**config.mk**
```make
export PLATFORM = sky130hd
export DESIGN_NAME = keyed_entry_table_unit
export DESIGN_NICKNAME = d
export VERILOG_FILES = /design/src/rtl/ket_pkg.sv /design/src/rtl/ket_ram.sv /design/src/rtl/ket_ctrl.sv /design/src/rtl/keyed_entry_table_unit.sv
export SDC_FILE = /design/constraint.sdc
export NUM_CORES = 1
export LEC_CHECK = 0
export ABC_AREA = 1
export BUFFER_PORTS_ARGS = -buffer_cell sky130_fd_sc_hd__buf_4
export CORE_ASPECT_RATIO = 0.5
export CORE_MARGIN = 3
export CORE_UTILIZATION = 25
export DETAILED_ROUTE_END_ITERATION = 7
export PLACE_DENSITY = 0.49
export SYNTH_ARGS = -nofsm -noshare
export SYNTH_HDL_FRONTEND = slang
export SYNTH_HIERARCHICAL = 1
export SYNTH_SLANG_ARGS = --single-unit
```
**constraint.sdc**
```tcl
create_clock -name clk_i -period 13.3 [get_ports clk_i]
set_input_delay 0.665 -clock clk_i [delete_from_list [all_inputs] [get_ports clk_i]]
set_output_delay 0.665 -clock clk_i [all_outputs]
set_load 0.03 [all_outputs]
```
**src/rtl/ket_pkg.sv**
```systemverilog
`timescale 1ns / 1ps
`default_nettype none
// ----------------------------------------------------------------------------
// Keyed entry table package
// Operation and status codes, controller states and the fixed width and reset
// value of the capacity register.
// ----------------------------------------------------------------------------
package ket_pkg;

  // Width and reset value of the capacity register.
  localparam int CAP_WIDTH = 4;
  localparam logic [CAP_WIDTH-1:0] CAP_RESET = 4'd8;

  // Requested operation.
  typedef enum logic [1:0] {
    OP_ADD    = 2'd0,
    OP_DELETE = 2'd1,
    OP_UPDATE = 2'd2,
    OP_GET    = 2'd3
  } op_e;

  // Result status.
  typedef enum logic [1:0] {
    STAT_OK      = 2'd0,
    STAT_FULL    = 2'd1,
    STAT_DUP     = 2'd2,
    STAT_MISSING = 2'd3
  } status_e;

  // Controller states.
  typedef enum logic [2:0] {
    S_IDLE  = 3'd0,
    S_SCAN  = 3'd1,
    S_EXEC  = 3'd2,
    S_SHIFT = 3'd3,
    S_DONE  = 3'd4
  } state_e;

endpackage
`default_nettype wire

```
**src/rtl/ket_ram.sv**
```systemverilog
`timescale 1ns / 1ps
`default_nettype none
// ----------------------------------------------------------------------------
// Generic simple dual-port RAM
// One write port and one read port with registered read data.
// ----------------------------------------------------------------------------
module ket_ram #(
  parameter int WIDTH = 48,
  parameter int DEPTH = 8,
  localparam int AW = $clog2(DEPTH)
) (
  input  wire logic             clk_i,
  input  wire logic             wr_en_i,
  input  wire logic [AW-1:0]    wr_addr_i,
  input  wire logic [WIDTH-1:0] wr_data_i,
  input  wire logic             rd_en_i,
  input  wire logic [AW-1:0]    rd_addr_i,
  output logic      [WIDTH-1:0] rd_data_o
);

  logic [WIDTH-1:0] mem_q [DEPTH];

  // Write port.
  always_ff @(posedge clk_i) begin
    if (wr_en_i) begin
      mem_q[wr_addr_i] <= wr_data_i;
    end
  end

  // Registered read port.
  always_ff @(posedge clk_i) begin
    if (rd_en_i) begin
      rd_data_o <= mem_q[rd_addr_i];
    end
  end

endmodule
`default_nettype wire

```
**src/rtl/ket_ctrl.sv**
```systemverilog
`timescale 1ns / 1ps
`default_nettype none
// ----------------------------------------------------------------------------
// Keyed entry table controller
// Walks the entry memory to find keys, applies add, delete, update and get,
// and compacts the table after a delete by moving later entries down.
// ----------------------------------------------------------------------------
module ket_ctrl import ket_pkg::*; #(
  parameter int DEPTH       = 8,
  parameter int KEY_WIDTH   = 16,
  parameter int VALUE_WIDTH = 32,
  localparam int AW = $clog2(DEPTH),
  localparam int CW = $clog2(DEPTH + 1),
  localparam int DW = KEY_WIDTH + VALUE_WIDTH
) (
  input  wire logic                   clk_i,
  input  wire logic                   rst_ni,
  input  wire logic [CAP_WIDTH-1:0]   cap_i,
  // Request side
  input  wire logic                   in_valid_i,
  output logic                        in_ready_o,
  input  wire logic [1:0]             op_i,
  input  wire logic [KEY_WIDTH-1:0]   key_i,
  input  wire logic [KEY_WIDTH-1:0]   new_key_i,
  input  wire logic [VALUE_WIDTH-1:0] value_i,
  // Entry memory
  output logic                        ram_rd_en_o,
  output logic [AW-1:0]               ram_rd_addr_o,
  input  wire logic [DW-1:0]          ram_rd_data_i,
  output logic                        ram_wr_en_o,
  output logic [AW-1:0]               ram_wr_addr_o,
  output logic [DW-1:0]               ram_wr_data_o,
  // Result side
  output logic                        res_valid_o,
  input  wire logic                   res_ready_i,
  output logic [1:0]                  res_status_o,
  output logic [VALUE_WIDTH-1:0]      res_found_o,
  output logic [CW-1:0]               res_count_o
);

  localparam int CMPW = (CW > CAP_WIDTH) ? CW : CAP_WIDTH;

  state_e                 state_q, state_d;
  op_e                    op_q, op_d;
  logic [KEY_WIDTH-1:0]   key_q, key_d;
  logic [KEY_WIDTH-1:0]   nkey_q, nkey_d;
  logic [VALUE_WIDTH-1:0] val_q, val_d;
  logic [CW-1:0]          idx_q, idx_d;
  logic                   pend_q, pend_d;
  logic [AW-1:0]          pend_addr_q, pend_addr_d;
  logic                   hit_q, hit_d;
  logic [AW-1:0]          hit_slot_q, hit_slot_d;
  logic [VALUE_WIDTH-1:0] hit_val_q, hit_val_d;
  logic                   nhit_q, nhit_d;
  logic [CW-1:0]          used_q, used_d;
  status_e                status_q, status_d;
  logic [VALUE_WIDTH-1:0] found_q, found_d;

  logic                   rd_more;
  logic                   walk_done;
  logic                   full;
  logic [KEY_WIDTH-1:0]   rd_key;
  logic [VALUE_WIDTH-1:0] rd_val;
  status_e                exec_status;

  // Walk bookkeeping and field split of the read data.
  assign rd_more   = idx_q < used_q;
  assign walk_done = !rd_more && !pend_q;
  assign rd_key    = ram_rd_data_i[DW-1:VALUE_WIDTH];
  assign rd_val    = ram_rd_data_i[VALUE_WIDTH-1:0];

  // The table is full at the configured capacity or at the memory depth.
  assign full = (CMPW'(used_q) >= CMPW'(cap_i)) || (used_q >= CW'(DEPTH));

  // Outcome of the operation once the walk has finished.
  always_comb begin
    case (op_q)
      OP_ADD:    exec_status = full ? STAT_FULL : (hit_q ? STAT_DUP : STAT_OK);
      OP_DELETE: exec_status = hit_q ? STAT_OK : STAT_MISSING;
      OP_UPDATE: exec_status = !hit_q ? STAT_MISSING : (nhit_q ? STAT_DUP : STAT_OK);
      OP_GET:    exec_status = hit_q ? STAT_OK : STAT_MISSING;
      default:   exec_status = STAT_MISSING;
    endcase
  end

  // Next state.
  always_comb begin
    state_d = state_q;
    case (state_q)
      S_IDLE: begin
        if (in_valid_i) begin
          state_d = S_SCAN;
        end
      end
      S_SCAN: begin
        if (walk_done) begin
          state_d = S_EXEC;
        end
      end
      S_EXEC: begin
        if (op_q == OP_DELETE && hit_q) begin
          state_d = S_SHIFT;
        end else begin
          state_d = S_DONE;
        end
      end
      S_SHIFT: begin
        if (walk_done) begin
          state_d = S_DONE;
        end
      end
      S_DONE: begin
        if (res_ready_i) begin
          state_d = S_IDLE;
        end
      end
      default: state_d = S_IDLE;
    endcase
  end

  // Handshake, memory control and result outputs.
  always_comb begin
    in_ready_o    = (state_q == S_IDLE);
    ram_rd_en_o   = (state_q == S_SCAN || state_q == S_SHIFT) && rd_more;
    ram_rd_addr_o = idx_q[AW-1:0];
    ram_wr_en_o   = 1'b0;
    ram_wr_addr_o = pend_addr_q - AW'(1);
    ram_wr_data_o = ram_rd_data_i;
    case (state_q)
      S_EXEC: begin
        if (exec_status == STAT_OK && op_q == OP_ADD) begin
          ram_wr_en_o   = 1'b1;
          ram_wr_addr_o = used_q[AW-1:0];
          ram_wr_data_o = {key_q, val_q};
        end else if (exec_status == STAT_OK && op_q == OP_UPDATE) begin
          ram_wr_en_o   = 1'b1;
          ram_wr_addr_o = hit_slot_q;
          ram_wr_data_o = {nkey_q, val_q};
        end
      end
      S_SHIFT: begin
        // Each entry read is written back one slot lower.
        ram_wr_en_o = pend_q;
      end
      default: begin
        ram_wr_en_o = 1'b0;
      end
    endcase
    res_valid_o  = (state_q == S_DONE);
    res_status_o = status_q;
    res_found_o  = found_q;
    res_count_o  = used_q;
  end

  // Datapath and counters.
  always_comb begin
    op_d        = op_q;
    key_d       = key_q;
    nkey_d      = nkey_q;
    val_d       = val_q;
    idx_d       = idx_q;
    pend_d      = pend_q;
    pend_addr_d = pend_addr_q;
    hit_d       = hit_q;
    hit_slot_d  = hit_slot_q;
    hit_val_d   = hit_val_q;
    nhit_d      = nhit_q;
    used_d      = used_q;
    status_d    = status_q;
    found_d     = found_q;
    case (state_q)
      S_IDLE: begin
        if (in_valid_i) begin
          op_d   = op_e'(op_i);
          key_d  = key_i;
          nkey_d = new_key_i;
          val_d  = value_i;
          idx_d  = '0;
          pend_d = 1'b0;
          hit_d  = 1'b0;
          nhit_d = 1'b0;
        end
      end
      S_SCAN: begin
        pend_d = rd_more;
        if (rd_more) begin
          idx_d       = idx_q + CW'(1);
          pend_addr_d = idx_q[AW-1:0];
        end
        // Compare the entry read in the previous cycle; keep the first match.
        if (pend_q) begin
          if (rd_key == key_q && !hit_q) begin
            hit_d      = 1'b1;
            hit_slot_d = pend_addr_q;
            hit_val_d  = rd_val;
          end
          if (rd_key == nkey_q) begin
            nhit_d = 1'b1;
          end
        end
      end
      S_EXEC: begin
        status_d = exec_status;
        found_d  = (op_q == OP_GET && hit_q) ? hit_val_q : '0;
        if (exec_status == STAT_OK && op_q == OP_ADD) begin
          used_d = used_q + CW'(1);
        end
        // Compaction starts with the entry just above the deleted one.
        idx_d  = CW'(hit_slot_q) + CW'(1);
        pend_d = 1'b0;
      end
      S_SHIFT: begin
        pend_d = rd_more;
        if (rd_more) begin
          idx_d       = idx_q + CW'(1);
          pend_addr_d = idx_q[AW-1:0];
        end
        if (walk_done) begin
          used_d = used_q - CW'(1);
        end
      end
      default: begin
        used_d = used_q;
      end
    endcase
  end

  // Control registers.
  always_ff @(posedge clk_i or negedge rst_ni) begin
    if (!rst_ni) begin
      state_q  <= S_IDLE;
      idx_q    <= '0;
      pend_q   <= 1'b0;
      hit_q    <= 1'b0;
      nhit_q   <= 1'b0;
      used_q   <= '0;
      status_q <= STAT_OK;
    end else begin
      state_q  <= state_d;
      idx_q    <= idx_d;
      pend_q   <= pend_d;
      hit_q    <= hit_d;
      nhit_q   <= nhit_d;
      used_q   <= used_d;
      status_q <= status_d;
    end
  end

  // Payload registers.
  always_ff @(posedge clk_i) begin
    op_q        <= op_d;
    key_q       <= key_d;
    nkey_q      <= nkey_d;
    val_q       <= val_d;
    pend_addr_q <= pend_addr_d;
    hit_slot_q  <= hit_slot_d;
    hit_val_q   <= hit_val_d;
    found_q     <= found_d;
  end

  // The entry count never passes the memory depth.
  a_used_bound: assert property (@(posedge clk_i) disable iff (!rst_ni)
    used_q <= CW'(DEPTH))
    else $error("entry count above depth");

  // Only occupied slots are ever read.
  a_read_valid: assert property (@(posedge clk_i) disable iff (!rst_ni)
    ram_rd_en_o |-> (CW'(ram_rd_addr_o) < used_q))
    else $error("read of an unoccupied slot");

  // A compaction write lands inside the occupied range and never below slot zero.
  a_shift_write: assert property (@(posedge clk_i) disable iff (!rst_ni)
    (state_q == S_SHIFT && ram_wr_en_o) |-> (pend_addr_q != '0 &&
      CW'(ram_wr_addr_o) < used_q))
    else $error("compaction write out of range");

  // A successful add grows the table by exactly one entry.
  a_add_grows: assert property (@(posedge clk_i) disable iff (!rst_ni)
    (state_q == S_EXEC && op_q == OP_ADD && exec_status == STAT_OK) |=>
      (used_q == $past(used_q) + CW'(1)))
    else $error("add did not grow the table");

endmodule
`default_nettype wire

```
**src/rtl/keyed_entry_table_unit.sv**
```systemverilog
`timescale 1ns / 1ps
`default_nettype none
// ----------------------------------------------------------------------------
// Keyed entry table unit
// Packed key/payload table with add, delete, update and get requests.
// ----------------------------------------------------------------------------
// Each request is answered by one result item carrying a status, the payload
// found by a get and the entry count after the request. Entries live in one
// memory with a registered read; every request walks the N occupied slots one
// read per cycle, and a delete then moves the later entries down before its
// result item is offered. One request is in work at a time; the result
// register lets the next request be accepted while a result waits to be taken.
// The capacity register may be written at any time the unit is idle, and the
// table also counts as full once it holds DEPTH entries.
module keyed_entry_table_unit import ket_pkg::*; #(
  parameter int DEPTH       = 8,
  parameter int KEY_WIDTH   = 16,
  parameter int VALUE_WIDTH = 32,
  localparam int AW = $clog2(DEPTH),
  localparam int CW = $clog2(DEPTH + 1),
  localparam int DW = KEY_WIDTH + VALUE_WIDTH
) (
  input  wire logic                   clk_i,
  input  wire logic                   rst_ni,
  // Capacity register
  input  wire logic                   cfg_we_i,
  input  wire logic [CAP_WIDTH-1:0]   cfg_wdata_i,
  // Request channel
  input  wire logic                   in_valid_i,
  output logic                        in_ready_o,
  input  wire logic [1:0]             op_i,
  input  wire logic [KEY_WIDTH-1:0]   key_i,
  input  wire logic [KEY_WIDTH-1:0]   new_key_i,
  input  wire logic [VALUE_WIDTH-1:0] value_i,
  // Result channel
  output logic                        out_valid_o,
  input  wire logic                   out_ready_i,
  output logic [1:0]                  status_o,
  output logic [VALUE_WIDTH-1:0]      found_value_o,
  output logic [CW-1:0]               entry_count_o
);

  logic [CAP_WIDTH-1:0]   cap_q;
  logic                   out_valid_q, out_valid_d;
  logic [1:0]             status_q;
  logic [VALUE_WIDTH-1:0] found_q;
  logic [CW-1:0]          count_q;

  logic                   ram_rd_en;
  logic [AW-1:0]          ram_rd_addr;
  logic [DW-1:0]          ram_rd_data;
  logic                   ram_wr_en;
  logic [AW-1:0]          ram_wr_addr;
  logic [DW-1:0]          ram_wr_data;

  logic                   res_valid;
  logic                   res_ready;
  logic [1:0]             res_status;
  logic [VALUE_WIDTH-1:0] res_found;
  logic [CW-1:0]          res_count;

  // Capacity register.
  always_ff @(posedge clk_i or negedge rst_ni) begin
    if (!rst_ni) begin
      cap_q <= CAP_RESET;
    end else if (cfg_we_i) begin
      cap_q <= cfg_wdata_i;
    end
  end

  // Entry memory.
  ket_ram #(
    .WIDTH (DW),
    .DEPTH (DEPTH)
  ) u_ram (
    .clk_i     (clk_i),
    .wr_en_i   (ram_wr_en),
    .wr_addr_i (ram_wr_addr),
    .wr_data_i (ram_wr_data),
    .rd_en_i   (ram_rd_en),
    .rd_addr_i (ram_rd_addr),
    .rd_data_o (ram_rd_data)
  );

  // Request sequencer.
  ket_ctrl #(
    .DEPTH       (DEPTH),
    .KEY_WIDTH   (KEY_WIDTH),
    .VALUE_WIDTH (VALUE_WIDTH)
  ) u_ctrl (
    .clk_i         (clk_i),
    .rst_ni        (rst_ni),
    .cap_i         (cap_q),
    .in_valid_i    (in_valid_i),
    .in_ready_o    (in_ready_o),
    .op_i          (op_i),
    .key_i         (key_i),
    .new_key_i     (new_key_i),
    .value_i       (value_i),
    .ram_rd_en_o   (ram_rd_en),
    .ram_rd_addr_o (ram_rd_addr),
    .ram_rd_data_i (ram_rd_data),
    .ram_wr_en_o   (ram_wr_en),
    .ram_wr_addr_o (ram_wr_addr),
    .ram_wr_data_o (ram_wr_data),
    .res_valid_o   (res_valid),
    .res_ready_i   (res_ready),
    .res_status_o  (res_status),
    .res_found_o   (res_found),
    .res_count_o   (res_count)
  );

  // Result register: takes a new item when empty or being drained.
  assign res_ready = !out_valid_q || out_ready_i;

  always_comb begin
    out_valid_d = out_valid_q;
    if (res_valid && res_ready) begin
      out_valid_d = 1'b1;
    end else if (out_ready_i) begin
      out_valid_d = 1'b0;
    end
  end

  always_ff @(posedge clk_i or negedge rst_ni) begin
    if (!rst_ni) begin
      out_valid_q <= 1'b0;
    end else begin
      out_valid_q <= out_valid_d;
    end
  end

  always_ff @(posedge clk_i) begin
    if (res_valid && res_ready) begin
      status_q <= res_status;
      found_q  <= res_found;
      count_q  <= res_count;
    end
  end

  assign out_valid_o   = out_valid_q;
  assign status_o      = status_q;
  assign found_value_o = found_q;
  assign entry_count_o = count_q;

endmodule
`default_nettype wire
```
# Yosys cells after proc, flatten, opt, wreduce, memory -nomap -nowiden
# Memories as Yosys holds them, arrays and structs flattened. A register that Yosys moved wholly into a read port is not among the register bits.
# Cells that the tools add are included.
[classes] n_mux=39 n_lt_le_gt_ge=3 n_reduce_logical=33 n_addsub=5 n_eq_ne=18
[ops] cell="2-to-1 mux 48 bit" n=3
[ops] cell="== test 16 bit" n=2
[ops] cell="2-to-1 mux 3 bit" n=8
[ops] cell="2-to-1 mux 4 bit" n=4
[ops] cell="case mux 3 bit (5 select lines)" n=1
[ops] cell="inequality test 2 x 1 -> 1 bit (second input constant)" n=6
[ops] cell="case mux 4 bit (3 select lines)" n=1
[ops] cell="AND reduction 4 bit" n=3
[ops] cell="2-to-1 mux 1 bit" n=11
[ops] cell="2-to-1 mux 2 bit" n=5
[ops] cell="AND reduction 3 bit" n=3
[ops] cell="adder 4 x 1 -> 4 bit (second input constant)" n=2
[ops] cell="logical AND 1 bit" n=8
[ops] cell="case mux 4 bit (2 select lines)" n=1
[ops] cell="== test 3 x 2 -> 1 bit (second input constant)" n=2
[ops] cell="inequality test 2 bit (second input constant)" n=3
[ops] cell="case mux 1 bit (2 select lines)" n=3
[ops] cell="case mux 2 bit (3 select lines)" n=1
[ops] cell="AND reduction 2 bit" n=3
[ops] cell="nonzero test 2 bit" n=3
[ops] cell="adder 3 x 1 -> 4 bit (second input constant)" n=1
[ops] cell="== test 2 bit (second input constant)" n=2
[ops] cell="greater-or-equal comparator 4 bit" n=1
[ops] cell="greater-or-equal comparator 4 bit (second input constant)" n=1
[ops] cell="13 further kinds" n=20
[word_totals] output_inout_bits=40 ramBits=384 ff_bits=195 n_memories=1 in_bits=75
[memory_table] memory="u_ram.mem_q" words=8 width=48 rd=1 rd_ports_with_merged_regs=1 write_ports=1 line="ket_ram.sv:21" source="logic [WIDTH-1:0] mem_q [DEPTH];"

# Depth between registers and ports, before layout
# Gate-level depths: netlist (run 1).
[logic_depth] ltp_word=11 depth_mapped=15 depth_no_buf=15

# Cells and area by module
# Netlist (run 1), hierarchy kept.
[by_module_without_submodules] module="ket_ram" cells_per_inst=1725 area_each_um2=18151.2 instances=1 seq_area_each_um2=12972.4
[by_module_without_submodules] module="ket_ctrl" cells_per_inst=674 area_each_um2=6945.4 instances=1 seq_area_each_um2=4484.3
[by_module_without_submodules] module="keyed_entry_table_unit" cells_per_inst=60 area_each_um2=1337.5 instances=1 seq_area_each_um2=1267.5

# Least setup slack after synthesis (run 1)
# OpenSTA, ideal clock, no wires.
[synth_path] kind="register -> register" from="register u_ctrl.state_q[0]" to="register u_ctrl.key_q[0], enable pin" arrival_time_ns=4.018 setup_ns=0.493 slack_ns=8.788 path_stages_with_launch=6 n_path_buf=0 cell_sequence="dfrtp_1 > nor2_1 > inv_1 > nor2_1 > inv_1 > nor2_1"
[synth_via] elab_chain_len=2
[synth_lines] item="start, declared" line="ket_ctrl.sv:43" source="state_e state_q, state_d;"
[synth_lines] item="start signal, assigned" line="ket_ctrl.sv:239" source="state_q <= state_d;"
[synth_lines] item="zero test 3 bit"
[synth_lines] item="net in_ready_o" line="keyed_entry_table_unit.sv:30" source="output logic in_ready_o,"
[synth_lines] item="AND reduction 2 bit (no source line)"
[synth_lines] item="end signal, assigned" line="ket_ctrl.sv:252" source="key_q <= key_d;"
[synth_lines] item="end, declared" line="ket_ctrl.sv:45" source="logic [KEY_WIDTH-1:0] key_q, key_d;"
# The timed path passes the listed nets, and every way through them passes these cells.
# A chain may end at the register's enable or synchronous reset.

# Worst setup path in the final report (run 1)
[layout_path] from="register u_ctrl.used_q[0], in the netlist u_ctrl/res_count_o[0]" to="memory u_ram.mem_q[7][45], enable pin"
[layout_via] elab_chain_len=11
[layout_lines] item="start, declared" line="ket_ctrl.sv:55" source="logic [CW-1:0] used_q, used_d;"
[layout_lines] item="start signal, assigned" line="ket_ctrl.sv:244" source="used_q <= used_d;"
[layout_lines] item="greater-or-equal comparator 4 bit" line="ket_ctrl.sv:73" source="assign full = (CMPW'(used_q) >= CMPW'(cap_i)) || (used_q >= CW'(DEPTH));"
[layout_lines] item="logical OR 1 bit (*)" line="ket_ctrl.sv:73"
[layout_lines] item="2-to-1 mux 2 bit (*)" line="ket_ctrl.sv:78" source="OP_ADD: exec_status = full ? STAT_FULL : (hit_q ? STAT_DUP : STAT_OK);"
[layout_lines] item="case mux 2 bit (3 select lines) (*)" line="ket_ctrl.sv:77" source="case (op_q)"
[layout_lines] item="zero test 2 bit (*)" line="ket_ctrl.sv:131, ket_ctrl.sv:135"
[layout_lines] item="logical AND 1 bit" line="ket_ctrl.sv:135" source="end else if (exec_status == STAT_OK && op_q == OP_UPDATE) begin"
[layout_lines] item="2-to-1 mux 1 bit" line="ket_ctrl.sv:135"
[layout_lines] item="2-to-1 mux 1 bit (*)" line="ket_ctrl.sv:131" source="if (exec_status == STAT_OK && op_q == OP_ADD) begin"
[layout_lines] item="case mux 1 bit (2 select lines) (*)" line="ket_ctrl.sv:129" source="case (state_q)"
[layout_lines] item="net ram_wr_en" line="keyed_entry_table_unit.sv:52" source="logic ram_wr_en;"
[layout_lines] item="2-to-1 mux 1 bit (*)" line="ket_ram.sv:25" source="if (wr_en_i) begin"
[layout_lines] item="2-to-1 mux 1 bit (not written as such) (*)" line="ket_ram.sv:26" source="mem_q[wr_addr_i] <= wr_data_i;"
[layout_lines] item="end, declared" line="ket_ram.sv:21"
# The timed path passes the listed nets; every way through them passes the cells marked *.

==> impl_metrics.sql, run 1 <==
INSERT INTO impl_metrics (metric_group, metric, value, unit) VALUES
('critical_path', 'cp_data_arrival_time', '5180', 'ps'),
('floorplan', 'die_area', '0.110', 'mm²'),
('cts', 'post_cts_buffers', '0', ''),
('synthesis', 'synth.yosys.seq_area_share', '0.708', ''),
('routing', 'drt-vias-per-instance', '4.07', ''),
('final_layout', 'layout.cell_area.non_filler', '0.0309', 'mm²'),
('cts', 'number_of_buffers_between_clock_root_and_the_deepest_sink', '3', ''),
('final_layout', 'diodes', '0', ''),
('cts', 'clkLatencyLatePin', '650', 'ps'),
('synthesis', 'yosys_warnings', '6', ''),
('critical_path', 'regToRegStartpoint', 'u_ctrl/res_count_o[0]', ''),
('final_layout', 'flow.area_growth_from_synthesis', '16.8', '%'),
('timing', 'timing.fmax', '203', 'MHz'),
('placed_design', 'place.port_buffers', '114', ''),
('timing', 'maxSlewViolCount', '0', ''),
('routing', 'routed.top_layer', 'met5', ''),
('routing', 'drt.antenna.violating_nets', '0', ''),
('timing', 'post_route_setup_tns', '0', 'ps'),
('routing', 'routed-via-count', '16400', ''),
('timing', 'finalSetupViolCount', '0', ''),
('run_status', 'outcome', 'complete, no violations', ''),
('pwr', 'cellPowerDensity', '210', 'mW/mm²'),
('timing', 'tightest_slew', '1260', 'ps'),
('floorplan', 'starting_density_of_the_core', '0.255', ''),
('synthesis', 'synth_area_leaders', 'sky130_fd_sc_hd__edfxtp_1 (69%), sky130_fd_sc_hd__nand2_1 (12%), sky130_fd_sc_hd__inv_1 (6.8%)', ''),
('synthesis', 'synth.distinct_cells', '35', ''),
('routing', 'drt_first_iter_violations', '1106', ''),
('cts', 'cts_sinks', '627', ''),
('synthesis', 'yosys_register_bits', '627', ''),
('global_route', 'globalRouteTotalUtil', '0.119', ''),
('synthesis', 'synth_cells', '2459', ''),
('cts', 'cts_buffers', '61', ''),
('floorplan', 'floorplan.core_area', '0.104', 'mm²'),
('synthesis', 'synth.largest_area_cell', 'sky130_fd_sc_hd__edfxtp_1', ''),
('routing', 'met1_wl', '31200', 'µm'),
('timing', 'relSlewSlack', '0.151', ''),
('cts', 'cts_root_buffer', 'sky130_fd_sc_hd__clkbuf_16', ''),
('pwr', 'vdd_ir_drop_max', '0.134', 'mV'),
('timing', 'grt_setup_unrepaired', 'false', ''),
('routing', 'firstDrtPassIters', '5', ''),
('pwr', 'leak_pwr', '0.0131', 'µW'),
('routing', 'routed-wl-met2', '30500', 'µm'),
('floorplan', 'placementRows', '83', ''),
('cts', 'cts_tree', 'done', ''),
('cts', 'cts_hold_buf', '1', ''),
('critical_path', 'critical_path.startpoint', 'u_ctrl/res_count_o[0]', ''),
('cts', 'cts_h_tree_depth', '2', ''),
('timing', 'fin_worst_skew', '26.2', 'ps'),
('final_layout', 'nNetsFinal', '2654', ''),
('synthesis', 'mappedNetlistArea', '0.0264', 'mm²'),
('critical_path', 'r2r_slack', '8380', 'ps'),
('synthesis', 'syn_nets', '2546', ''),
('critical_path', 'worst_setup_path_endpoint', 'u_ram/mem_q[7][45]', ''),
('routing', 'drc_violation_count_after_routing', '0', ''),
('final_layout', 'final_layout_size_suffix_gt1_frac', '0.0963', ''),
('synthesis', 'syn-mean-instance-area', '10.7', 'µm²'),
('routing', 'detailroute.wirelength.met3', '3380', 'µm'),
('critical_path', 'setup.worst_path.class', 'flip-flop to flip-flop', ''),
('global_route', 'antenna_found_initial', '4', ''),
('cts', 'cts-resized-gates', '0', ''),
('critical_path', 'path_max_fanout', '34', ''),
('critical_path', 'r2r_cells', '15', ''),
('cts', 'cts.reportedPaths.clkPinSlew', '70', 'ps'),
('global_route', 'grt_pass1_wl', '99600', 'µm'),
('timing', 'period_share', '0.370', ''),
('timing', 'final_period_minus_worst_setup_slack', '4920', 'ps'),
('global_route', 'gr-total-overflow', '0', ''),
('hold_path', 'hp-class', 'input port to flip-flop', ''),
('critical_path', 'timing.critical_path.to_type', 'flip-flop', ''),
('flow_run', 'drv.max_cap_violation_count', '0', ''),
('global_route', 'grt_max_degree', '85', '');
-- synth_stat cells, drive strengths merged --
| cell type | instances |
|---|---|
| nor2 | 73 |
| o21ai | 43 |
| ha | 11 |
| a211oi | 1 |
| nand3 | 210 |
| nor3 | 5 |
| xor2 | 15 |
| or2 | 2 |
| nand3b | 1 |
| o21a | 1 |
| nor4 | 3 |
| a21oi | 6 |
| a31oi | 1 |
| xnor2 | 15 |
| nand2 | 841 |
| edfxtp | 606 |
| o31ai | 1 |
| clkbuf | 19 |
| buf | 77 |
| dfrtp | 20 |
| o22ai | 16 |
| dfstp | 1 |
| inv | 482 |
| nand4 | 7 |
| o21bai | 1 |
| fa | 1 |
-- critical path, cell delays in order, from the launching register on --
cell	delay (ps)
sky130_fd_sc_hd__dfrtp_1	390
sky130_fd_sc_hd__inv_1	220
sky130_fd_sc_hd__ha_1	280
sky130_fd_sc_hd__inv_1	50
sky130_fd_sc_hd__nand2_1	50
sky130_fd_sc_hd__nand2_1	50
sky130_fd_sc_hd__nand2_1	60
sky130_fd_sc_hd__a21oi_2	270
sky130_fd_sc_hd__nand4_4	510
sky130_fd_sc_hd__a21oi_4	270
sky130_fd_sc_hd__buf_4	520
sky130_fd_sc_hd__inv_2	70
sky130_fd_sc_hd__o21ai_1	120
sky130_fd_sc_hd__nand2_1	260
sky130_fd_sc_hd__nor2_4	740
sky130_fd_sc_hd__buf_4	650
-- per-stage QoR --
stage | setup slack, ps | total power (µW) | utilization | instances | hold WS, ps
final | 8380 | 6490 | 0.298 | 4018 | 188
after global routing | 8040 | 6890 | 0.298 | 4018 | 148
after CTS | 8300 | 6580 | 0.298 | 4018 | 130
after detailed placement | 8320 | 4820 | 0.278 | 3905 | 405
after global placement | 8430 | 4800 | 0.278 | 3905 | 402
after floorplan | 8790 | 4150 | - | 2459 | 369
-- sequential cells by signal, indices dropped and copies added, names as in the netlist --
signal / flops
entry_count_o: 4
u_ctrl/val_q: 32
u_ctrl/pend_q: 1
u_ram/mem_q: 384
u_ctrl/idx_q: 4
u_ctrl/hit_slot_q: 3
u_ram/rd_data_o: 48
u_ctrl/res_status_o: 2
u_ctrl/nkey_q: 16
u_ctrl/pend_addr_q: 3
out_valid_o: 1
u_ctrl/key_q: 16
u_ctrl/hit_val_q: 32
status_o: 2
u_ctrl/hit_q: 1
u_ctrl/op_q: 2
u_ctrl/state_q: 3
found_value_o: 32
cap_q: 4
u_ctrl/nhit_q: 1
u_ctrl/res_count_o: 4
u_ctrl/res_found_o: 32
-- cell usage in the layout, fill, tap and decap left out, types with 6 or more instances in the layout --
cell type	Yosys	layout
sky130_fd_sc_hd__ha_1	11	11
sky130_fd_sc_hd__xor2_1	15	15
sky130_fd_sc_hd__edfxtp_1	606	606
sky130_fd_sc_hd__inv_1	479	478
sky130_fd_sc_hd__nor2_4	0	11
sky130_fd_sc_hd__buf_4	9	140
sky130_fd_sc_hd__nand3_1	210	210
sky130_fd_sc_hd__clkinv_1	0	20
sky130_fd_sc_hd__xnor2_1	15	15
sky130_fd_sc_hd__dfrtp_1	20	17
sky130_fd_sc_hd__bufinv_16	0	6
sky130_fd_sc_hd__clkbuf_16	0	62
sky130_fd_sc_hd__nor2_1	73	62
sky130_fd_sc_hd__clkbuf_1	18	7
sky130_fd_sc_hd__nand2_1	841	841
sky130_fd_sc_hd__o22ai_1	16	16
sky130_fd_sc_hd__clkinv_2	0	11
sky130_fd_sc_hd__o21ai_0	42	42
-- area by class of cell --
cell class / instances / area (µm²)
multi-input combinational: 1254 / 5530
clock inverter: 43 / 403
inverter: 482 / 1810
timing repair buffer: 141 / 1060
sequential: 627 / 18700
fill: 10600 / 72900
clock buffer: 69 / 1580
tap: 1402 / 1750
-- cells by family after synthesis --
| group | Yosys count | share of synthesized area |
|---|---|---|
| simple gates | 1142 | 0.174 |
| flops | 627 | 0.708 |
| buf+inv | 578 | 0.0862 |
| compound gates | 70 | 0.0151 |
| xor+xnor | 30 | 0.00994 |
| fa+ha+maj | 12 | 0.00596 |
-- metal layers --
metal / vias up / global-route usage
li1: 8051 / -
met1: 7884 / 0.167
met2: 330 / 0.192
met3: 87 / 0.0191
met4: 6 / 0.0308
met5: - / 0
-- worst min path at each step --
stage                      startpoint                 to  slack (ps)  depth (start not counted)
2_1_floorplan                  rst_ni           cap_q[0]         370                          0
3_3_place_gp    u_ctrl/res_found_o[6]   found_value_o[6]         400                          0
3_5_place_dp   u_ctrl/res_found_o[13]  found_value_o[13]         410                          0
4_1_cts                   value_i[11]   u_ctrl/val_q[11]         130                          1
5_1_grt                    value_i[3]    u_ctrl/val_q[3]         150                          1
6_report                  value_i[14]   u_ctrl/val_q[14]         190                          1
-- report_power, final --
group / total, µW / switching, µW / internal (µW) / leakage [µW]
Sequential: 2970 / 184 / 2790 / 0.00578
Clock: 1720 / 753 / 968 / 0.000963
Combinational: 1800 / 1340 / 453 / 0.00631
Total: 6490 / 2280 / 4210 / 0.0131
(Power assumes the default switching activity.)
==> inputs of run 2 (changes only) <==
--- a/config.mk
+++ b/config.mk
@@ -11,7 +11,7 @@
 export CORE_MARGIN = 3
 export CORE_UTILIZATION = 25
 export DETAILED_ROUTE_END_ITERATION = 7
-export PLACE_DENSITY = 0.49
+export PLACE_DENSITY = 0.5
 export SYNTH_ARGS = -nofsm -noshare
 export SYNTH_HDL_FRONTEND = slang
 export SYNTH_HIERARCHICAL = 1
==> constraint.sdc (replaced) <==
create_clock -name clk_i -period 4.2 [get_ports clk_i]
set_input_delay 0.21 -clock clk_i [delete_from_list [all_inputs] [get_ports clk_i]]
set_output_delay 0.21 -clock clk_i [all_outputs]
set_load 0.03 [all_outputs]
==> run 2 against run 1 <==
  * Sequential cell count is the same
  * Hold slack worse by 140 ps
  * Sequential power increased to 3.2 times the previous value
  * Sequential share of layout area down 2.0 points
  * Setup slack got worse by 7900 ps
  * Core utilization increased by 1.0 points
  * Power rose to 3.2 times the previous value
==> impl_metrics.sql, run 2 (same netlist as run 1, synthesis figures left out) <==
INSERT INTO impl_metrics (metric_group, metric, value, unit) VALUES
('final_layout', 'registers.top_by_ff_count', 'u_ram/mem_q', ''),
('final_layout', 'multiInputGateArea', '0.00553', 'mm²'),
('cts', 'clkLatencyLatePin', '650', 'ps'),
('timing', 'period_share', '0.890', ''),
('critical_path', 'r2r_end', 'u_ram/mem_q[3][20]', ''),
('pwr', 'share_comb_of_total_power', '0.289', ''),
('final_layout', 'non_filler_instance_count_after_layout', '4113', ''),
('critical_path', 'timing.critical_path.to_type', 'flip-flop', ''),
('cts', 'cts.reportedPaths.clkPinSlew', '60', 'ps'),
('floorplan', 'starting_density_of_the_core', '0.255', ''),
('critical_path', 'setup.worst_path.class', 'flip-flop to flip-flop', ''),
('pwr', 'seqPwrFrac', '0.448', ''),
('pwr', 'cellPowerDensity', '656', 'mW/mm²'),
('cts', 'number_of_buffers_between_clock_root_and_the_deepest_sink', '3', ''),
('placed_design', 'post_dp_cell_area', '0.0292', 'mm²'),
('routing', 'firstDrtPassIters', '6', ''),
('timing', 'tightest_slew', '1340', 'ps'),
('pwr', 'totalPowerFinal', '20900', 'µW'),
('placed_design', 'detailedPlacementHpwl', '40000', 'µm'),
('final_layout', 'register_area', '0.0187', 'mm²'),
('routing', 'drt.antenna.violating_nets', '0', ''),
('timing', 'timing.fmax', '267', 'MHz'),
('timing', 'grt_setup_unrepaired', 'false', ''),
('critical_path', 'timing.critical_path.from_type', 'flip-flop', ''),
('timing', 'final_hold_viol_count', '0', ''),
('pwr', 'cell_internal_pwr', '13600', 'µW'),
('critical_path', 'r2r_cells', '12', ''),
('timing', 'finalSetupViolCount', '0', ''),
('global_route', 'gr-total-overflow', '0', ''),
('cts', 'cts_tree', 'done', ''),
('global_route', 'globalRouteTotalUtil', '0.122', ''),
('final_layout', 'nNetsFinal', '2749', ''),
('global_route', 'grt_max_degree', '148', ''),
('critical_path', 'regToRegStartpoint', 'cap_q[3]', ''),
('cts', 'cts_h_tree_depth', '2', ''),
('final_layout', 'layout.cell_area.non_filler', '0.0319', 'mm²'),
('floorplan', 'die_area', '0.110', 'mm²'),
('timing', 'final.hold.worst_slack', '46.5', 'ps'),
('pwr', 'vdd_ir_drop_max', '0.383', 'mV'),
('global_route', 'first_global_vias', '16700', ''),
('global_route', 'antenna_found_initial', '2', ''),
('hold_path', 'hp-class', 'input port to async pin', ''),
('critical_path', 'timing.critical_path.required', '4520', 'ps'),
('critical_path', 'r2r_slack', '460', 'ps'),
('global_route', 'grt_pass1_wl', '103000', 'µm'),
('final_layout', 'utilization', '0.308', ''),
('floorplan', 'chipHeight', '236', 'µm'),
('placed_design', 'place.port_buffers', '114', ''),
('final_layout', 'reg_top3', 'u_ram/mem_q: 384 flops, u_ram/rd_data_o: 48 flops', ''),
('placed_design', 'placed_cells', '3927', ''),
('routing', 'wl', '67600', 'µm'),
('final_layout', 'final_layout_size_suffix_gt1_frac', '0.101', ''),
('floorplan', 'floorplan.core_area', '0.104', 'mm²'),
('critical_path', 'path_max_fanout', '28', ''),
('final_layout', 'largest_reg_flops', '384', ''),
('timing', 'relSlewSlack', '0.0997', ''),
('routing', 'drc_violation_count_after_routing', '0', ''),
('timing', 'fin_worst_skew', '37.8', 'ps'),
('cts', 'cts_root_buffer', 'sky130_fd_sc_hd__clkbuf_16', ''),
('final_layout', 'most_used_cells_in_the_layout_excluding_fill_and_tap_cells', 'sky130_fd_sc_hd__nand2_1 (841), sky130_fd_sc_hd__edfxtp_1 (606), sky130_fd_sc_hd__inv_1 (478)', ''),
('final_layout', 'diodes', '0', ''),
('routing', 'routed-via-count', '16800', ''),
('pwr', 'clock_power_share', '0.263', ''),
('flow_run', 'drv.max_cap_violation_count', '0', ''),
('routing', 'drt_first_iter_violations', '1226', ''),
('floorplan', 'floorplan.io_pins', '115', ''),
('cts', 'cts_buffers', '61', ''),
('floorplan', 'die_w', '466', 'µm'),
('cts', 'cts_sinks', '627', ''),
('cts', 'post_cts_buffers', '0', ''),
('critical_path', 'cp_data_arrival_time', '4060', 'ps'),
('floorplan', 'placementRows', '83', ''),
('run_status', 'outcome', 'complete, no violations', ''),
('routing', 'drt-vias-per-instance', '4.10', ''),
('routing', 'route.detailed.wl_per_inst', '16.4', 'µm'),
('placed_design', 'gp_routability_congestion', '0.779', ''),
('pwr', 'swShare', '0.352', ''),
('pwr', 'leak_pwr', '0.0135', 'µW'),
('pwr', 'net_switching_power_of_the_design', '7380', 'µW'),
('final_layout', 'flow.area_growth_from_synthesis', '20.8', '%'),
('final_layout', 'mostFrequentLayoutCell', 'sky130_fd_sc_hd__nand2_1', ''),
('timing', 'final_period_minus_worst_setup_slack', '3740', 'ps'),
('timing', 'maxSlewViolCount', '0', ''),
('final_layout', 'fillCellCount', '10400', '');
[run 2: final cells by class]
| class | instances | area share |
|---|---|---|
| timing repair buffer | 236 | 0.0656 |
| sequential | 627 | 0.587 |
| multi-input combinational | 1254 | 0.173 |
| inverter | 482 | 0.0568 |
| clock buffer | 80 | 0.0510 |
| clock inverter | 32 | 0.0119 |
| tap | 1402 | 0.0549 |
[run 2: power groups by stage]
| stage | Sequential, µW | Clock, µW | Combinational, µW |
|---|---|---|---|
| 2_1_floorplan | 9350 | 0 | 3790 |
| 3_3_place_gp | 9520 | 0 | 6030 |
| 3_5_place_dp | 9530 | 0 | 6080 |
| 4_1_cts | 9400 | 5680 | 6160 |
| 5_1_grt | 9480 | 5940 | 6840 |
| 6_report | 9380 | 5510 | 6050 |
[run 2: per-stage QoR]
step | setup WS [ps] | TNS [ps]
finish | 462 | 0
global route | 197 | 0
CTS | 406 | 0
detailed placement | 412 | 0
global placement | 426 | 0
floorplan | -238 | -78160
[run 2: per-layer routing]
metal	wire length, µm	track usage	up-vias
li1	-	-	8236
met1	32100	0.169	8203
met2	31500	0.200	311
met3	2520	0.0160	93
met4	1480	0.0315	4
met5	21	0	-
[run 2: worst max-delay path by stage]
stage | start | endpoint | slack, ps
2_1_floorplan | u_ctrl/res_count_o[0] | u_ram/mem_q[7][0] | -240
3_3_place_gp | cap_q[3] | u_ram/mem_q[3][8] | 430
3_5_place_dp | cap_q[3] | u_ram/mem_q[3][8] | 410
4_1_cts | cap_q[3] | u_ram/mem_q[3][21] | 410
5_1_grt | cap_q[3] | u_ram/mem_q[3][19] | 200
6_report | cap_q[3] | u_ram/mem_q[3][20] | 460
[run 2: timing repair]
| action | CTS | global route |
|---|---|---|
| gates resized for setup | 0 | 0 |
| hold buffers | 74 | 0 |
| hold endpoints to repair | 93 | 0 |
| endpoints found under the setup margin | 0 | 0 |
[run 2: worst max-delay path, stage by stage, from the launching register on]
cell                      delay, ps
sky130_fd_sc_hd__dfstp_2        530
sky130_fd_sc_hd__inv_1           40
sky130_fd_sc_hd__ha_1           290
sky130_fd_sc_hd__nand2_1         60
sky130_fd_sc_hd__inv_1           40
sky130_fd_sc_hd__a21oi_2        240
sky130_fd_sc_hd__nand4_4        190
sky130_fd_sc_hd__a21oi_4        180
sky130_fd_sc_hd__inv_2           60
sky130_fd_sc_hd__o21ai_1        150
sky130_fd_sc_hd__nand2_1        210
sky130_fd_sc_hd__nor2_4         940
sky130_fd_sc_hd__buf_4          460
==> inputs of run 3 (changes only) <==
--- a/config.mk
+++ b/config.mk
@@ -10,7 +10,9 @@
 export CORE_ASPECT_RATIO = 0.5
 export CORE_MARGIN = 3
 export CORE_UTILIZATION = 25
+export CTS_CLUSTER_DIAMETER = 200
 export DETAILED_ROUTE_END_ITERATION = 7
+export MAX_ROUTING_LAYER = met4
 export PLACE_DENSITY = 0.5
 export SYNTH_ARGS = -nofsm -noshare
 export SYNTH_HDL_FRONTEND = slang
==> run 3 against run 2 <==
  * Die area unchanged
  * Sequential power about the same
  * Clock skew down 0.98 ps
  * Via count about the same
  * Count of clock-buffer cells in the layout did not move
  * Register-to-register slack improved by 20 ps
  * Setup slack improved by 16 ps
  * Sequential cell count unchanged
  * First-iteration DRC count rose by 1.7%
  * Power is essentially flat
  * Critical endpoint unchanged
  * Highest routed layer is now met4
==> impl_metrics.sql, run 3 (same netlist as run 1, synthesis figures left out) <==
INSERT INTO impl_metrics (metric_group, metric, value, unit) VALUES
('cts', 'number_of_buffers_between_clock_root_and_the_deepest_sink', '3', ''),
('critical_path', 'setup.worst_path.class', 'flip-flop to flip-flop', ''),
('timing', 'maxSlewViolCount', '0', ''),
('cts', 'cts_tree', 'done', ''),
('timing', 'grt_setup_unrepaired', 'false', ''),
('pwr', 'cellPowerDensity', '656', 'mW/mm²'),
('final_layout', 'mostFrequentLayoutCell', 'sky130_fd_sc_hd__nand2_1', ''),
('critical_path', 'timing.critical_path.cells', 'inv_1 > ha_1 > nand2_1 > inv_1 > a21oi_2 > nand4_4 > a21oi_4 > inv_2 > o21ai_1 > nand2_1 > nor2_4 > buf_4', ''),
('cts', 'cts_h_tree_depth', '2', ''),
('global_route', 'globalRouteTotalUtil', '0.125', ''),
('critical_path', 'cp_buf_inv_count', '4', ''),
('critical_path', 'worst_path_max_delay_cell', 'sky130_fd_sc_hd__nor2_4', ''),
('timing', 'final_hold_viol_count', '0', ''),
('pwr', 'vdd_ir_drop_max', '0.385', 'mV'),
('cts', 'cts_root_buffer', 'sky130_fd_sc_hd__clkbuf_16', ''),
('final_layout', 'flow.area_growth_from_synthesis', '20.8', '%'),
('floorplan', 'chipHeight', '236', 'µm'),
('placed_design', 'detailedPlacementHpwl', '40000', 'µm'),
('timing', 'fin_worst_skew', '36.8', 'ps'),
('final_layout', 'registers.top_by_ff_count', 'u_ram/mem_q', ''),
('critical_path', 'timing.critical_path.from_type', 'flip-flop', ''),
('final_layout', 'reg_top3', 'u_ram/mem_q: 384 flops, u_ram/rd_data_o: 48 flops', ''),
('critical_path', 'number_of_cells_on_the_critical_path', '12', ''),
('timing', 'final_period_minus_worst_setup_slack', '3720', 'ps'),
('placed_design', 'place.port_buffers', '114', ''),
('final_layout', 'largest_reg_flops', '384', ''),
('critical_path', 'cpPeakStageDelay', '920', 'ps'),
('critical_path', 'critical_path.startpoint', 'cap_q[3]', ''),
('floorplan', 'floorplan.io_pins', '115', ''),
('cts', 'cts_buffers', '61', ''),
('floorplan', 'starting_density_of_the_core', '0.255', ''),
('critical_path', 'r2r_cells', '12', ''),
('routing', 'drt-vias-per-instance', '4.10', ''),
('critical_path', 'r2r_slack', '480', 'ps'),
('cts', 'cts_hold_buf', '74', ''),
('routing', 'drt.antenna.violating_nets', '0', ''),
('routing', 'drt_first_iter_violations', '1247', ''),
('run_status', 'outcome', 'complete, no violations', ''),
('cts', 'clkLatencyLatePin', '650', 'ps'),
('flow_run', 'drv.max_cap_violation_count', '0', ''),
('timing', 'tightest_slew', '1280', 'ps'),
('routing', 'drc_violation_count_after_routing', '0', ''),
('cts', 'cts.reportedPaths.clkPinSlew', '60', 'ps'),
('floorplan', 'floorplan.core_area', '0.104', 'mm²'),
('final_layout', 'non_filler_instance_count_after_layout', '4115', ''),
('global_route', 'grt_max_degree', '148', ''),
('final_layout', 'final_layout_size_suffix_gt1_frac', '0.101', ''),
('final_layout', 'most_used_cells_in_the_layout_excluding_fill_and_tap_cells', 'sky130_fd_sc_hd__nand2_1 (841), sky130_fd_sc_hd__edfxtp_1 (606), sky130_fd_sc_hd__inv_1 (478)', ''),
('global_route', 'first_global_vias', '16700', ''),
('timing', 'period_share', '0.886', ''),
('placed_design', 'post_dp_cell_area', '0.0292', 'mm²'),
('critical_path', 'regToRegStartpoint', 'cap_q[3]', ''),
('floorplan', 'die_w', '466', 'µm'),
('hold_path', 'hp-class', 'input port to async pin', ''),
('timing', 'relSlewSlack', '0.135', ''),
('final_layout', 'layout.cell_area.non_filler', '0.0319', 'mm²'),
('floorplan', 'placementRows', '83', ''),
('global_route', 'gr-total-overflow', '0', ''),
('placed_design', 'gp_routability_congestion', '0.790', ''),
('final_layout', 'nNetsFinal', '2749', ''),
('routing', 'firstDrtPassIters', '7', ''),
('cts', 'cts_sinks', '627', ''),
('critical_path', 'critPathTopFamily', 'simple AND/OR/NAND/NOR gates', ''),
('critical_path', 'r2r_end', 'u_ram/mem_q[3][20]', ''),
('routing', 'wl', '67600', 'µm'),
('critical_path', 'cp_data_arrival_time', '4040', 'ps'),
('placed_design', 'placed_cells', '3927', ''),
('global_route', 'antenna_found_initial', '2', ''),
('global_route', 'grt_pass1_wl', '103000', 'µm'),
('critical_path', 'path_max_fanout', '28', ''),
('critical_path', 'worst_setup_path_endpoint', 'u_ram/mem_q[3][20]', ''),
('timing', 'finalSetupViolCount', '0', ''),
('routing', 'route.detailed.wl_per_inst', '16.4', 'µm'),
('cts', 'cts-resized-gates', '0', ''),
('routing', 'routed-via-count', '16900', ''),
('floorplan', 'die_area', '0.110', 'mm²'),
('critical_path', 'timing.critical_path.to_type', 'flip-flop', ''),
('timing', 'timing.fmax', '269', 'MHz'),
('cts', 'post_cts_buffers', '0', ''),
('pwr', 'leak_pwr', '0.0135', 'µW'),
('critical_path', 'timing.critical_path.required', '4520', 'ps');
==> run 3: cell count changes in the layout (fill, tap and decap cells not counted) <==
cell                      change
sky130_fd_sc_hd__diode_2      +2
==> run 3: worst min path at each step <==
stage | end | start | slack [ps] | depth (start not counted)
global placement | out_valid_o | rst_ni | 120 | 1
finish | cap_q[1] | rst_ni | 40 | 2
CTS | cap_q[1] | rst_ni | 20 | 2
global route | cap_q[1] | rst_ni | 70 | 2
detailed placement | out_valid_o | rst_ni | 130 | 1
floorplan | cap_q[0] | rst_ni | -90 | 0
==> run 3: metrics by stage <==
stage | setup slack (ps) | total power, µW | hold WS [ps] | setup TNS (ps) | utilization
finish | 478 | 20900 | 44.4 | 0 | 0.308
global route | 197 | 22300 | 69.2 | 0 | 0.308
CTS | 406 | 21200 | 23.6 | 0 | 0.308
detailed placement | 412 | 15600 | 125 | 0 | 0.281
global placement | 426 | 15500 | 124 | 0 | 0.281
floorplan | -238 | 13100 | -85.6 | -78160 | -
==> run 3: final cells by class <==
cell class,count,area [µm²]
fill,10400,71800
clock inverter,32,379
sequential,627,18700
timing repair buffer,236,2090
clock buffer,80,1630
tap,1402,1750
inverter,482,1810
antenna,2,5.00
multi-input combinational,1254,5530
==> run 3: layer usage <==
| metal | part of all wire | vias to the layer above | global-route usage |
|---|---|---|---|
| li1 | - | 8240 | - |
| met1 | 0.47 | 8209 | 0.168 |
| met2 | 0.47 | 319 | 0.200 |
| met3 | 0.039 | 95 | 0.0164 |
| met4 | 0.022 | 0 | 0.0315 |
| met5 | 0 | - | - |
==> run 3: power breakdown <==
group,total [µW],internal [µW],switching (µW)
Combinational,6050,1660,4390
Sequential,9390,8800,586
Clock,5510,3110,2400
